$ cat src/design/ptda_pkg.sv
// -----------------------------------------------------------------------------
// ptda_pkg - shared types and constants of the panned tap delay accumulator
// Payload words of both channels, the word that travels from the front end to
// the back end, register indexes, command codes and back end states.
// -----------------------------------------------------------------------------
`default_nettype none

package ptda_pkg;

   // Field widths
   localparam int POS_W    = 13;  // positions below the widest usable line length
   localparam int LEN_W    = 13;
   localparam int CHAN_W   = 2;
   localparam int MGAIN_W  = 16;
   localparam int TGAIN_W  = 15;
   localparam int DELAY_W  = 16;
   localparam int PAN_W    = 16;
   localparam int SAMPLE_W = 16;
   localparam int GAIN_W   = TGAIN_W + MGAIN_W;
   localparam int SHARE_W  = 17;
   localparam int CSR_IDX_W  = 2;
   localparam int CSR_DATA_W = 16;

   // Shares above unity are capped before they are added
   localparam logic [SHARE_W-1:0] SHARE_CAP = 17'd65536;

   // Register reset values
   localparam logic [CHAN_W-1:0]  CHANNELS_RST    = 2'd2;
   localparam logic [MGAIN_W-1:0] MASTER_GAIN_RST = 16'd4096;
   localparam logic [LEN_W-1:0]   LINE_LENGTH_RST = 13'd4096;

   // Work queue between front end and back end
   localparam int QUEUE_DEPTH = 4;
   localparam int QPTR_W      = $clog2(QUEUE_DEPTH);
   localparam int QCOUNT_W    = $clog2(QUEUE_DEPTH + 1);

   // Command codes
   localparam logic CMD_TAP  = 1'b0;
   localparam logic CMD_TICK = 1'b1;

   typedef enum logic [CSR_IDX_W-1:0] {
      CSR_CHANNELS    = 2'd0,
      CSR_MASTER_GAIN = 2'd1,
      CSR_LINE_LENGTH = 2'd2
   } csr_index_type;

   typedef enum logic [1:0] {
      BK_CLEAR,
      BK_FETCH,
      BK_APPLY
   } back_state_type;

   typedef struct packed {
      logic                       cmd;
      logic [DELAY_W-1:0]         delay_samples;
      logic signed [PAN_W-1:0]    direction_x;
      logic [TGAIN_W-1:0]         tap_gain;
   } req_type;

   typedef struct packed {
      logic signed [SAMPLE_W-1:0] sample_left;
      logic signed [SAMPLE_W-1:0] sample_right;
   } rsp_type;

   typedef struct packed {
      logic               tick;
      logic               stereo;
      logic [POS_W-1:0]   addr;
      logic [SHARE_W-1:0] share0;
      logic [SHARE_W-1:0] share1;
   } work_type;

endpackage

`default_nettype wire

$ cat src/design/ptda_queue.sv
// -----------------------------------------------------------------------------
// ptda_queue - short work queue between front end and back end
// A small circular buffer of work words; the head word is shown while the
// queue holds anything.
// -----------------------------------------------------------------------------
`default_nettype none

module ptda_queue (
   input  logic               clock,
   input  logic               reset,
   input  logic               push,
   input  ptda_pkg::work_type push_data,
   output logic               full,
   input  logic               pop,
   output logic               empty,
   output ptda_pkg::work_type head
);
   import ptda_pkg::*;

   work_type              slot_ff [QUEUE_DEPTH];
   logic [QPTR_W-1:0]     wr_ptr_ff, wr_ptr_in;
   logic [QPTR_W-1:0]     rd_ptr_ff, rd_ptr_in;
   logic [QCOUNT_W-1:0]   count_ff, count_in;

   assign full  = (count_ff == QCOUNT_W'(QUEUE_DEPTH));
   assign empty = (count_ff == '0);
   assign head  = slot_ff[rd_ptr_ff];

   // Advance pointers and track the fill level
   always_comb begin
      wr_ptr_in = push ? wr_ptr_ff + 1'b1 : wr_ptr_ff;
      rd_ptr_in = pop  ? rd_ptr_ff + 1'b1 : rd_ptr_ff;
      count_in  = count_ff;
      if (push && !pop) count_in = count_ff + 1'b1;
      else if (pop && !push) count_in = count_ff - 1'b1;
   end

   always_ff @(posedge clock) begin
      if (reset) begin
         wr_ptr_ff <= '0;
         rd_ptr_ff <= '0;
         count_ff  <= '0;
      end else begin
         wr_ptr_ff <= wr_ptr_in;
         rd_ptr_ff <= rd_ptr_in;
         count_ff  <= count_in;
      end
   end

   always_ff @(posedge clock) begin
      if (push) slot_ff[wr_ptr_ff] <= push_data;
   end

endmodule

`default_nettype wire

$ cat config.mk
export PLATFORM = sky130hd
export DESIGN_NAME = ptda_queue
export DESIGN_NICKNAME = d
export VERILOG_FILES = /design/src/design/ptda_pkg.sv /design/src/design/ptda_queue.sv
export SDC_FILE = /design/constraint.sdc
export NUM_CORES = 1
export LEC_CHECK = 0
export BUFFER_PORTS_ARGS = -buffer_cell sky130_fd_sc_hd__buf_2
export CORE_ASPECT_RATIO = 2
export CORE_MARGIN = 10
export CORE_UTILIZATION = 55
export CTS_CLUSTER_DIAMETER = 40
export DETAILED_ROUTE_END_ITERATION = 16
export PLACE_DENSITY = 0.77
export RECOVER_POWER = 100
export SYNTH_ARGS = -nofsm -noshare
export SYNTH_HDL_FRONTEND = slang
export SYNTH_SLANG_ARGS = --single-unit
$ cat constraint.sdc
create_clock -name clock -period 4.9 [get_ports clock]
set_input_delay 0.98 -clock clock [delete_from_list [all_inputs] [get_ports clock]]
set_output_delay 0.98 -clock clock [all_outputs]
set_load 0.005 [all_outputs]
==> flow_metrics.env <==
export IMPL_post_cts_resized=0
export IMPL_fin_tns_setup_ps=0
export IMPL_fin_cells=580
export IMPL_antenna_cells=0
export IMPL_worst_hold_path_endpoint="rd_ptr_ff[1]"
export IMPL_finalSetupViolCount=0
export IMPL_syn_num_nets=359
export IMPL_dr_total_vias=3316
export IMPL_final_net_count=474
export IMPL_die_x_um=103
export IMPL_outcome="finished, violations left"
export IMPL_worst_pin_slew_ps=2560
export IMPL_maxCapViolations=5
export IMPL_final_cell_mix="edfxtp_1, clkbuf_1, mux4_2"
export IMPL_worstPathRequired_ps=3920
export IMPL_mostFrequentLayoutCell="edfxtp_1"
export IMPL_ant_nets=0
export IMPL_area_delta_synth_final_pct=14.1
export IMPL_cts_hold_buf=0
export IMPL_drt_vias_per_instance=5.72
export IMPL_ir_drop_uv=362
export IMPL_finalCoreUtilization_pct=63.9
export IMPL_routed_wl_um=13300
export IMPL_grt_start_max_net_pins=50
export IMPL_violations="max-capacitance violations, max-slew violations"
export IMPL_netlist_area_mm2=0.00752
export IMPL_whs_path_depth=2
export IMPL_track_usage_pct=14.3
export IMPL_grt_setup_unrepaired="false"
export IMPL_fmax_ghz=0.264
export IMPL_first_pass_iters=4
export IMPL_postSynthAreaPerCell_um2=25.1
export IMPL_final_min_clock_period_ps=3790
export IMPL_yosysUniqueCellTypes=24
export IMPL_reg2reg_depth=3
export IMPL_yosysSeqAreaShare_pct=80.7
export IMPL_critPathArrivalTime_ps=2810
export IMPL_gr_total_overflow=0
export IMPL_holdCritStartpoint="rd_ptr_ff[1]"
export IMPL_cts_buffers=17
export IMPL_ys_seq_elements=205
export IMPL_whs_ps=546
export IMPL_start_kind="register"
export IMPL_dp_cells=551
export IMPL_r2r_slack_ps=1390
export IMPL_antenna_found_initial=0
export IMPL_portBuffers=103
export IMPL_cts_root_buf="clkbuf_16"
export IMPL_fp_dieH_um=185
export IMPL_cts_sinks=205
export IMPL_final_hold_viol_count=0
export IMPL_cts_tree="done"
export IMPL_r2r_start="wr_ptr_ff[0]"
export IMPL_coreArea_mm2=0.0134
export IMPL_power_density_mw_per_mm2=428
export IMPL_ios=104
export IMPL_yosysWarnings=0
export IMPL_post_cts_buffers=0
export IMPL_crit_fanout=49
export IMPL_synth_cells=300
export IMPL_clk_pin_slew_ps=60
export IMPL_clock_skew_ps=14.5
export IMPL_dieArea_mm2=0.0190
export IMPL_maxSlewViolCount=180
export IMPL_dp_hpwl_um=8550
export IMPL_clk_latency_ps=460
export IMPL_core_rowCount=60
export IMPL_finalPower_uw=3670
export IMPL_fill_cells=920
export IMPL_period_share_pct=77.4
export IMPL_maxSlewHeadroom_pct=-70.7
export IMPL_drt_initial_drc_count=150
export IMPL_wl_per_cell_um=22.9
export IMPL_htreeDepth=1
export IMPL_clk_path_buf_depth=3
export IMPL_grt_pass1_wl_um=20600
export IMPL_drive_gt1_share_pct=20.2
export IMPL_p_leak_uw=0.00270
export IMPL_start_util_pct=56.0
export IMPL_end_kind="output pin"
export IMPL_drc=0
export IMPL_worstHoldPathType="register to register"
export IMPL_crit_type="register to output pin"
export IMPL_grt_pass1_vias=3637
export IMPL_r2r_end="slot_ff[3][1]"
export IMPL_gp_congestion=0.723
cell usage after synthesis:
master      n  area (µm²)
xor2_1      3        26.3
o21ai_0     1        5.00
fa_1        1        20.0
clkbuf_1    1        3.75
ha_1        5        62.6
or3_1       1        6.26
buf_2       2        10.0
inv_1       4        15.0
nor3_1      1        5.00
buf_4       3        22.5
mux4_1      2        52.6
mux4_2     47        1060
xnor2_1     2        17.5
buf_12      2        40.0
nor3b_1     1        7.51
mux2i_1     2        20.0
nand2_1     1        3.75
buf_1       3        11.3
dfxtp_1     9         180
a21oi_1     1        5.00
buf_6       1        11.3
and2_1      4        25.0
nor2_1      7        26.3
edfxtp_1  196        5890
registers in the layout (all words and copies together) (netlist names), named ones only:
name       flops
wr_ptr_ff      2
count_ff       3
slot_ff      196
rd_ptr_ff      2
cell type report:
class | count | area, µm² | area share (%)
clock buffers | 22 | 444 | 5.17
clock inverters | 7 | 92.6 | 1.08
inverters | 4 | 15.0 | 0.175
multi-input cells | 79 | 1340 | 15.6
flip-flops and latches | 205 | 6070 | 70.7
well taps | 155 | 194 | 2.26
repair buffers | 108 | 429 | 5.00
stage by stage:
stage	cell area (µm²)	setup slack (ps)
3_5_place_dp	8180	2020
2_1_floorplan	7520	2340
4_1_cts	8720	1530
6_report	8580	1110
5_1_grt	8580	750
3_3_place_gp	8180	2060
logic make-up after synthesis:
family	synth area share (%)
flip-flops	80.7
multiplexers	15.0
buffers and inverters	1.51
AND/OR/NAND/NOR	0.982
adder cells (fa/ha/maj)	1.10
XOR/XNOR	0.582
AO/OA/AOI/OAI	0.133
power breakdown:
group          switching [µW]  total [µW]  internal [µW]
sequential               55.4        2070           2010
combinational             143         289            146
clock                     563        1310            752
total                     761        3670           2910
critical path, stage by stage (launching register included):
cell and delay [ps]:
dfxtp_2 1490, mux4_1 710, clkbuf_1 130
how the worst max path moves through the flow:
stage | startpoint | to | slack [ps] | depth (start not counted)
5_1_grt | register | head[47] | 750 | 2
6_report | register | head[47] | 1110 | 2
4_1_cts | register | head[47] | 1530 | 2
3_3_place_gp | register | head[47] | 2060 | 2
2_1_floorplan | push | slot_ff[0][0] | 2340 | 1
3_5_place_dp | register | head[47] | 2020 | 2
metal layers:
metal / up-vias / part of all wire (%) / GRT usage, %
met3: 15 / 5.4 / 2.95
li1: 1489 / - / -
met5: - / 0 / 0
met4: 0 / 2.0 / 4.99
met1: 1724 / 37 / 17.4
met2: 88 / 55 / 24.4
(Power assumes the default switching activity.)
