`src/design/ptda_pkg.sv`:
```
// -----------------------------------------------------------------------------
// ptda_pkg - shared types and constants of the panned tap delay accumulator
// Payload words of both channels, the word that travels from the front end to
// the back end, register indexes, command codes and back end states.
// -----------------------------------------------------------------------------
`default_nettype none

package ptda_pkg;

   // Field widths
   localparam int POS_W    = 13;  // positions below the widest usable line length
   localparam int LEN_W    = 13;
   localparam int CHAN_W   = 2;
   localparam int MGAIN_W  = 16;
   localparam int TGAIN_W  = 15;
   localparam int DELAY_W  = 16;
   localparam int PAN_W    = 16;
   localparam int SAMPLE_W = 16;
   localparam int GAIN_W   = TGAIN_W + MGAIN_W;
   localparam int SHARE_W  = 17;
   localparam int CSR_IDX_W  = 2;
   localparam int CSR_DATA_W = 16;

   // Shares above unity are capped before they are added
   localparam logic [SHARE_W-1:0] SHARE_CAP = 17'd65536;

   // Register reset values
   localparam logic [CHAN_W-1:0]  CHANNELS_RST    = 2'd2;
   localparam logic [MGAIN_W-1:0] MASTER_GAIN_RST = 16'd4096;
   localparam logic [LEN_W-1:0]   LINE_LENGTH_RST = 13'd4096;

   // Work queue between front end and back end
   localparam int QUEUE_DEPTH = 4;
   localparam int QPTR_W      = $clog2(QUEUE_DEPTH);
   localparam int QCOUNT_W    = $clog2(QUEUE_DEPTH + 1);

   // Command codes
   localparam logic CMD_TAP  = 1'b0;
   localparam logic CMD_TICK = 1'b1;

   typedef enum logic [CSR_IDX_W-1:0] {
      CSR_CHANNELS    = 2'd0,
      CSR_MASTER_GAIN = 2'd1,
      CSR_LINE_LENGTH = 2'd2
   } csr_index_type;

   typedef enum logic [1:0] {
      BK_CLEAR,
      BK_FETCH,
      BK_APPLY
   } back_state_type;

   typedef struct packed {
      logic                       cmd;
      logic [DELAY_W-1:0]         delay_samples;
      logic signed [PAN_W-1:0]    direction_x;
      logic [TGAIN_W-1:0]         tap_gain;
   } req_type;

   typedef struct packed {
      logic signed [SAMPLE_W-1:0] sample_left;
      logic signed [SAMPLE_W-1:0] sample_right;
   } rsp_type;

   typedef struct packed {
      logic               tick;
      logic               stereo;
      logic [POS_W-1:0]   addr;
      logic [SHARE_W-1:0] share0;
      logic [SHARE_W-1:0] share1;
   } work_type;

endpackage

`default_nettype wire

```
`src/design/ptda_front.sv`:
```
// -----------------------------------------------------------------------------
// ptda_front - accepts request words and turns them into work words
// Holds the registers and the shared write position, resolves the line address
// of each word, and splits the scaled tap gain into per-channel shares.
// -----------------------------------------------------------------------------
`default_nettype none

module ptda_front #(
   parameter int LINE_DEPTH   = 4096,
   parameter int MAX_CHANNELS = 2
) (
   input  logic                                 clock,
   input  logic                                 reset,
   input  logic                                 req_push,
   output logic                                 req_full,
   input  ptda_pkg::req_type                    req_data,
   input  logic                                 csr_valid,
   output logic                                 csr_ready,
   input  logic [ptda_pkg::CSR_IDX_W-1:0]       csr_index,
   input  logic [ptda_pkg::CSR_DATA_W-1:0]      csr_data,
   input  logic                                 clear_busy,
   output logic                                 work_push,
   input  logic                                 work_full,
   output ptda_pkg::work_type                   work_data
);
   import ptda_pkg::*;

   localparam logic [16:0] DEPTH_CAP = 17'(LINE_DEPTH);
   localparam int PROD_W = GAIN_W + SHARE_W;
   localparam logic [PROD_W-1:0] PAN_ROUND  = PROD_W'(1) << 27;
   localparam logic [GAIN_W:0]   MONO_ROUND = (GAIN_W+1)'(2048);

   // Cap a rounded share at unity
   function automatic logic [SHARE_W-1:0] cap_share(input logic [19:0] v);
      logic [SHARE_W-1:0] r;
      if (v > 20'(SHARE_CAP)) r = SHARE_CAP;
      else r = v[SHARE_W-1:0];
      return r;
   endfunction

   logic [CHAN_W-1:0]  chan_ff, chan_in;
   logic [MGAIN_W-1:0] master_ff, master_in;
   logic [LEN_W-1:0]   len_ff, len_in;
   logic [POS_W-1:0]   wp_ff, wp_in;

   logic               s1_valid_ff, s1_valid_in;
   logic               s1_tick_ff, s1_tick_in;
   logic               s1_stereo_ff, s1_stereo_in;
   logic [POS_W-1:0]   s1_addr_ff, s1_addr_in;
   logic [GAIN_W-1:0]  s1_gain_ff, s1_gain_in;
   logic [PAN_W-1:0]   s1_pan_ff, s1_pan_in;

   logic [16:0]        len_wide;
   logic [POS_W-1:0]   eff_len;
   logic [POS_W-1:0]   wp_eff;
   logic [POS_W-1:0]   last_pos;
   logic [POS_W-1:0]   delay_clamped;
   logic [POS_W:0]     tap_sum;
   logic [POS_W-1:0]   tap_pos;
   logic [POS_W:0]     tick_sum;
   logic [POS_W-1:0]   wp_next;
   logic               stereo;
   logic               accept;

   logic [PAN_W:0]     q_pan;
   logic [PROD_W-1:0]  prod_l, prod_r;
   logic [PROD_W-1:0]  round_l, round_r;
   logic [GAIN_W:0]    mono_sum;
   logic [SHARE_W-1:0] share_l, share_r, share_m;

   assign csr_ready = 1'b1;

   // Register writes
   always_comb begin
      chan_in   = chan_ff;
      master_in = master_ff;
      len_in    = len_ff;
      if (csr_valid) begin
         case (csr_index)
            CSR_CHANNELS:    chan_in   = csr_data[CHAN_W-1:0];
            CSR_MASTER_GAIN: master_in = csr_data[MGAIN_W-1:0];
            CSR_LINE_LENGTH: len_in    = csr_data[LEN_W-1:0];
            default: ;
         endcase
      end
   end

   // Effective length: at least one, at most the line depth
   always_comb begin
      len_wide = {4'd0, len_ff};
      if (len_wide == 17'd0) len_wide = 17'd1;
      if (len_wide > DEPTH_CAP) len_wide = DEPTH_CAP;
      eff_len = len_wide[POS_W-1:0];
   end

   assign stereo = (MAX_CHANNELS > 1) && (chan_ff >= 2'd2);

   // Resolve positions; a stale position past the line end restarts at zero
   always_comb begin
      wp_eff   = (wp_ff >= eff_len) ? '0 : wp_ff;
      last_pos = eff_len - 1'b1;
      if (req_data.delay_samples > {3'd0, last_pos}) delay_clamped = last_pos;
      else delay_clamped = req_data.delay_samples[POS_W-1:0];
      tap_sum = {1'b0, wp_eff} + {1'b0, delay_clamped};
      if (tap_sum >= {1'b0, eff_len}) tap_pos = POS_W'(tap_sum - {1'b0, eff_len});
      else tap_pos = tap_sum[POS_W-1:0];
      tick_sum = {1'b0, wp_eff} + 1'b1;
      if (tick_sum >= {1'b0, eff_len}) wp_next = '0;
      else wp_next = tick_sum[POS_W-1:0];
   end

   assign accept    = req_push && !req_full;
   assign req_full  = clear_busy || (s1_valid_ff && work_full);
   assign work_push = s1_valid_ff && !work_full;

   // Load the classify stage and advance the write position on a tick
   always_comb begin
      wp_in        = wp_ff;
      s1_valid_in  = work_push ? 1'b0 : s1_valid_ff;
      s1_tick_in   = s1_tick_ff;
      s1_stereo_in = s1_stereo_ff;
      s1_addr_in   = s1_addr_ff;
      s1_gain_in   = s1_gain_ff;
      s1_pan_in    = s1_pan_ff;
      if (accept) begin
         s1_valid_in  = 1'b1;
         s1_tick_in   = (req_data.cmd == CMD_TICK);
         s1_stereo_in = stereo;
         s1_gain_in   = {{MGAIN_W{1'b0}}, req_data.tap_gain} * {{TGAIN_W{1'b0}}, master_ff};
         // pan = x + 0.5 in units of 2^-16 is the raw word with its sign flipped
         s1_pan_in    = req_data.direction_x ^ 16'h8000;
         if (req_data.cmd == CMD_TICK) begin
            s1_addr_in = wp_eff;
            wp_in      = wp_next;
         end else begin
            s1_addr_in = tap_pos;
            wp_in      = wp_eff;
         end
      end
   end

   // Split the scaled gain into channel shares
   always_comb begin
      q_pan    = 17'd65536 - {1'b0, s1_pan_ff};
      prod_l   = {{SHARE_W{1'b0}}, s1_gain_ff} * {{GAIN_W{1'b0}}, q_pan};
      prod_r   = {{SHARE_W{1'b0}}, s1_gain_ff} * {{(GAIN_W+1){1'b0}}, s1_pan_ff};
      round_l  = prod_l + PAN_ROUND;
      round_r  = prod_r + PAN_ROUND;
      mono_sum = {1'b0, s1_gain_ff} + MONO_ROUND;
      share_l  = cap_share(round_l[47:28]);
      share_r  = cap_share(round_r[47:28]);
      share_m  = cap_share(mono_sum[31:12]);
   end

   always_comb begin
      work_data.tick   = s1_tick_ff;
      work_data.stereo = s1_stereo_ff;
      work_data.addr   = s1_addr_ff;
      work_data.share0 = s1_stereo_ff ? share_l : share_m;
      work_data.share1 = s1_stereo_ff ? share_r : '0;
   end

   always_ff @(posedge clock) begin
      if (reset) begin
         chan_ff     <= CHANNELS_RST;
         master_ff   <= MASTER_GAIN_RST;
         len_ff      <= LINE_LENGTH_RST;
         wp_ff       <= '0;
         s1_valid_ff <= 1'b0;
      end else begin
         chan_ff     <= chan_in;
         master_ff   <= master_in;
         len_ff      <= len_in;
         wp_ff       <= wp_in;
         s1_valid_ff <= s1_valid_in;
      end
   end

   always_ff @(posedge clock) begin
      s1_tick_ff   <= s1_tick_in;
      s1_stereo_ff <= s1_stereo_in;
      s1_addr_ff   <= s1_addr_in;
      s1_gain_ff   <= s1_gain_in;
      s1_pan_ff    <= s1_pan_in;
   end

endmodule

`default_nettype wire

```
`config.mk`:
```
export PLATFORM = sky130hd
export DESIGN_NAME = ptda_front
export DESIGN_NICKNAME = d
export VERILOG_FILES = /design/src/design/ptda_pkg.sv /design/src/design/ptda_front.sv
export SDC_FILE = /design/constraint.sdc
export NUM_CORES = 2
export LEC_CHECK = 0
export ABC_AREA = 1
export BUFFER_PORTS_ARGS = -buffer_cell sky130_fd_sc_hd__buf_2
export CORE_ASPECT_RATIO = 0.8
export CORE_UTILIZATION = 40
export CTS_BUF_LIST = sky130_fd_sc_hd__clkbuf_2
export DETAILED_ROUTE_END_ITERATION = 8
export PLACE_DENSITY_LB_ADDON = 0.3
export SYNTH_ARGS = -nofsm -noshare
export SYNTH_HDL_FRONTEND = slang
export SYNTH_SLANG_ARGS = --single-unit
```
`constraint.sdc`:
```
create_clock -name clock -period 10.2 [get_ports clock]
set_input_delay 0.51 -clock clock [delete_from_list [all_inputs] [get_ports clock]]
set_output_delay 0.51 -clock clock [all_outputs]
set_load 0.02 [all_outputs]
```
==> results.json <==
{
  "finClkSkew_ns": 0.08849,
  "vias": 42050,
  "critical_path.endpoint_type": "output port",
  "tightest_slew_ns": 1.220,
  "nets": 8223,
  "mostFrequentLayoutCell": "nand2_1",
  "maxCapViolations": 0,
  "synth_nets": 8228,
  "areaGrowthSynthToFinish_pct": 5.901,
  "worstHoldStart": "req_data[47]",
  "synth_top_family_by_area": "adder cells",
  "synth-xor-area-share_pct": 1.685,
  "synth_warnings": 0,
  "die_area_um2": 126100,
  "synthCells": 6680,
  "fin_crit_ns": 9.663,
  "netlist_area_um2": 49890,
  "yosys-top-cells-area": "fa_1 41%, nand2_1 14%, inv_1 13%",
  "dpl.hpwl_mm": 125.8,
  "ff2ff_path_depth": 43,
  "start_util_pct": 40.46,
  "holdWs_ns": 0.1123,
  "fin_area_um2": 52830,
  "first_iter_violations": 3410,
  "grt_pass1_wl_mm": 242.5,
  "clock-sinks": 106,
  "antenna_found_initial": 7,
  "arrival_ns": 9.15,
  "num_rows": 115,
  "synth_edf_count": 62,
  "endpoint": "work_data[31]",
  "dpl-instance-area_um2": 52070,
  "crit_top_cell": "nand2_1",
  "cts_buffer_depth": 2,
  "grt-ovfl-total": 0,
  "cp_max_fo": 21,
  "drive_gt1_share_pct": 4.386,
  "critical-path-max-stage-delay_ns": 0.59,
  "crit_path_start": "s1_pan_ff[0]",
  "grt_max_degree": 53,
  "muxShareOfSynthArea_pct": 0,
  "slew_headroom_pct": 18.63,
  "ys_types": 58,
  "r2r_start": "len_ff[5]",
  "clock_latency_ns": 0.81,
  "synth_compound_area_share_pct": 4.702,
  "place_congestion": 0.9504,
  "fillCellCount": 12680,
  "stdcell_count": 8322,
  "cts_tree": "built",
  "synth_fa_ha_area_share_pct": 52.35,
  "final-hold-violation-count": 0,
  "hold_path.class": "input port to flop",
  "synth-seq-cells": 106,
  "htreeDepth": 3,
  "grt_util_all_layers_pct": 24.38,
  "final_cell_mix": "1,790 x nand2_1, 1,726 x inv_1, 1,019 x fa_1, 461 x nor2_1, 455 x ha_1",
  "status": "finished, final reports clean",
  "die_w_um": 396.8,
  "die_h_um": 317.9,
  "path_class": "flop to output port",
  "grt_pass1_vias": 43450,
  "r2r_slack_ns": 1.76,
  "drv_slew": 0,
  "start_kind": "flop",
  "clkTransAtPathRegs_ns": 0.43,
  "crit_required_ns": 9.69,
  "ys_async_sr_fraction_pct": 0,
  "drc_errors": 0,
  "yosys.area.top_type_share_pct": 40.89,
  "min_period_over_period_pct": 94.74,
  "first_pass_iters": 6,
  "cts_buffers": 9,
  "fmax_ghz": 0.1035,
  "vias_per_cell": 5.052,
  "dp.cells": 8245,
  "setup-violations-final": 0,
  "cp_slowest_cell": "fa_1",
  "synth_simple_gate_area_share_pct": 20.40,
  "ios": 124,
  "coreArea_um2": 123300,
  "seq_area_frac_synth_pct": 5.497,
  "route.antenna.remaining_nets": 0,
  "yosys.area.top_type": "fa_1",
  "reg2reg_to": "s1_addr_ff[4]",
  "wl_mm": 151.1,
  "avgSynthCellArea_um2": 7.468,
  "io_buffers": 122,
  "ys.flop_type": "edfxtp_1",
  "routedWlPerCell_um": 18.16,
  "root_buffer": "clkbuf_2"
}
## logic make-up after synthesis
kind of cell / after synthesis
buffers and inverters: 2022
adder cells (fa/ha/maj): 1476
XOR/XNOR: 96
flip-flops: 106
other: 1
AND/OR/NAND/NOR: 2550
AO/OA/AOI/OAI: 429
## routing by layer
layer,GRT usage (%),part of all wire (%)
met2,39.05,45
met1,35.39,45
met3,2.495,7.5
met5,0,0.015
met4,5.465,2.2
## metrics by stage
step / util [%] / setup slack, ns / TNS [ns]
6_report: 42.85 / 0.5365 / 0
5_1_grt: 42.85 / -0.005802 / -0.005802
4_1_cts: 42.71 / 0.004678 / 0
3_5_place_dp: 42.23 / 1.096 / 0
3_3_place_gp: 42.23 / 1.223 / 0
2_1_floorplan: - / 2.319 / 0
## cell usage after synthesis, types with 11 or more instances
master and number:
fa_1 1019, clkbuf_1 242, dfxtp_1 44, buf_1 16, edfxtp_1 62, nand2_1 1796
nand3_1 140, o21bai_1 18, ha_1 457, o21ai_0 141, inv_1 1732, nand4_1 52
o211ai_1 12, nor2_1 462, a21oi_1 211, nor3_1 40, nand3b_1 11, nor2_2 13
xnor2_1 18, xor2_1 78
## how the worst min path moves through the flow
| stage | endpoint | cells past startpoint | slack, ns |
|---|---|---|---|
| global placement | len_ff[11] | 2 | 0.46 |
| floorplan | chan_ff[1] | 2 | 0.43 |
| CTS | s1_tick_ff | 1 | 0.02 |
| global route | s1_tick_ff | 1 | 0.03 |
| detailed placement | len_ff[11] | 2 | 0.47 |
| finish | s1_tick_ff | 1 | 0.11 |
## state kept, by name (all words and copies together) (netlist names)
name,flops
s1_addr_ff,13
s1_pan_ff,16
s1_stereo_ff,1
chan_ff,1
s1_valid_ff,1
s1_tick_ff,1
len_ff,13
master_ff,16
s1_gain_ff,31
wp_ff,13
## what timing repair did
action,in CTS,in global routing
endpoints found under the hold margin,48,0
hold buffers,45,0
gates resized for setup,0,24
buffers inserted,0,9
setup endpoints to repair,0,17
## area by class of cell
type,count,area [um2],area share (%)
clock buffer,9,45.04,0.08526
clock inverter,7,93.84,0.1776
sequential,106,2743,5.191
tap,1638,2049,3.879
timing repair inverter,2,12.51,0.02368
multi-input combinational,4553,39540,74.85
timing repair buffer,259,1768,3.346
inverter,1744,6568,12.43
antenna,4,10.01,0.01895
## worst max-delay path: cells and delay by family (launching register included)
kind	cells	cell delay, ns
AOI/OAI and AO/OA	2	0.31
adders and majority gates	7	3.38
buffers and inverters	5	0.85
DFF	1	0.49
and+or+nand+nor	21	3.26
Power is left out: the tool's default activity adds up to more than one toggle a clock period on the data nets, which glitch-free logic cannot reach.
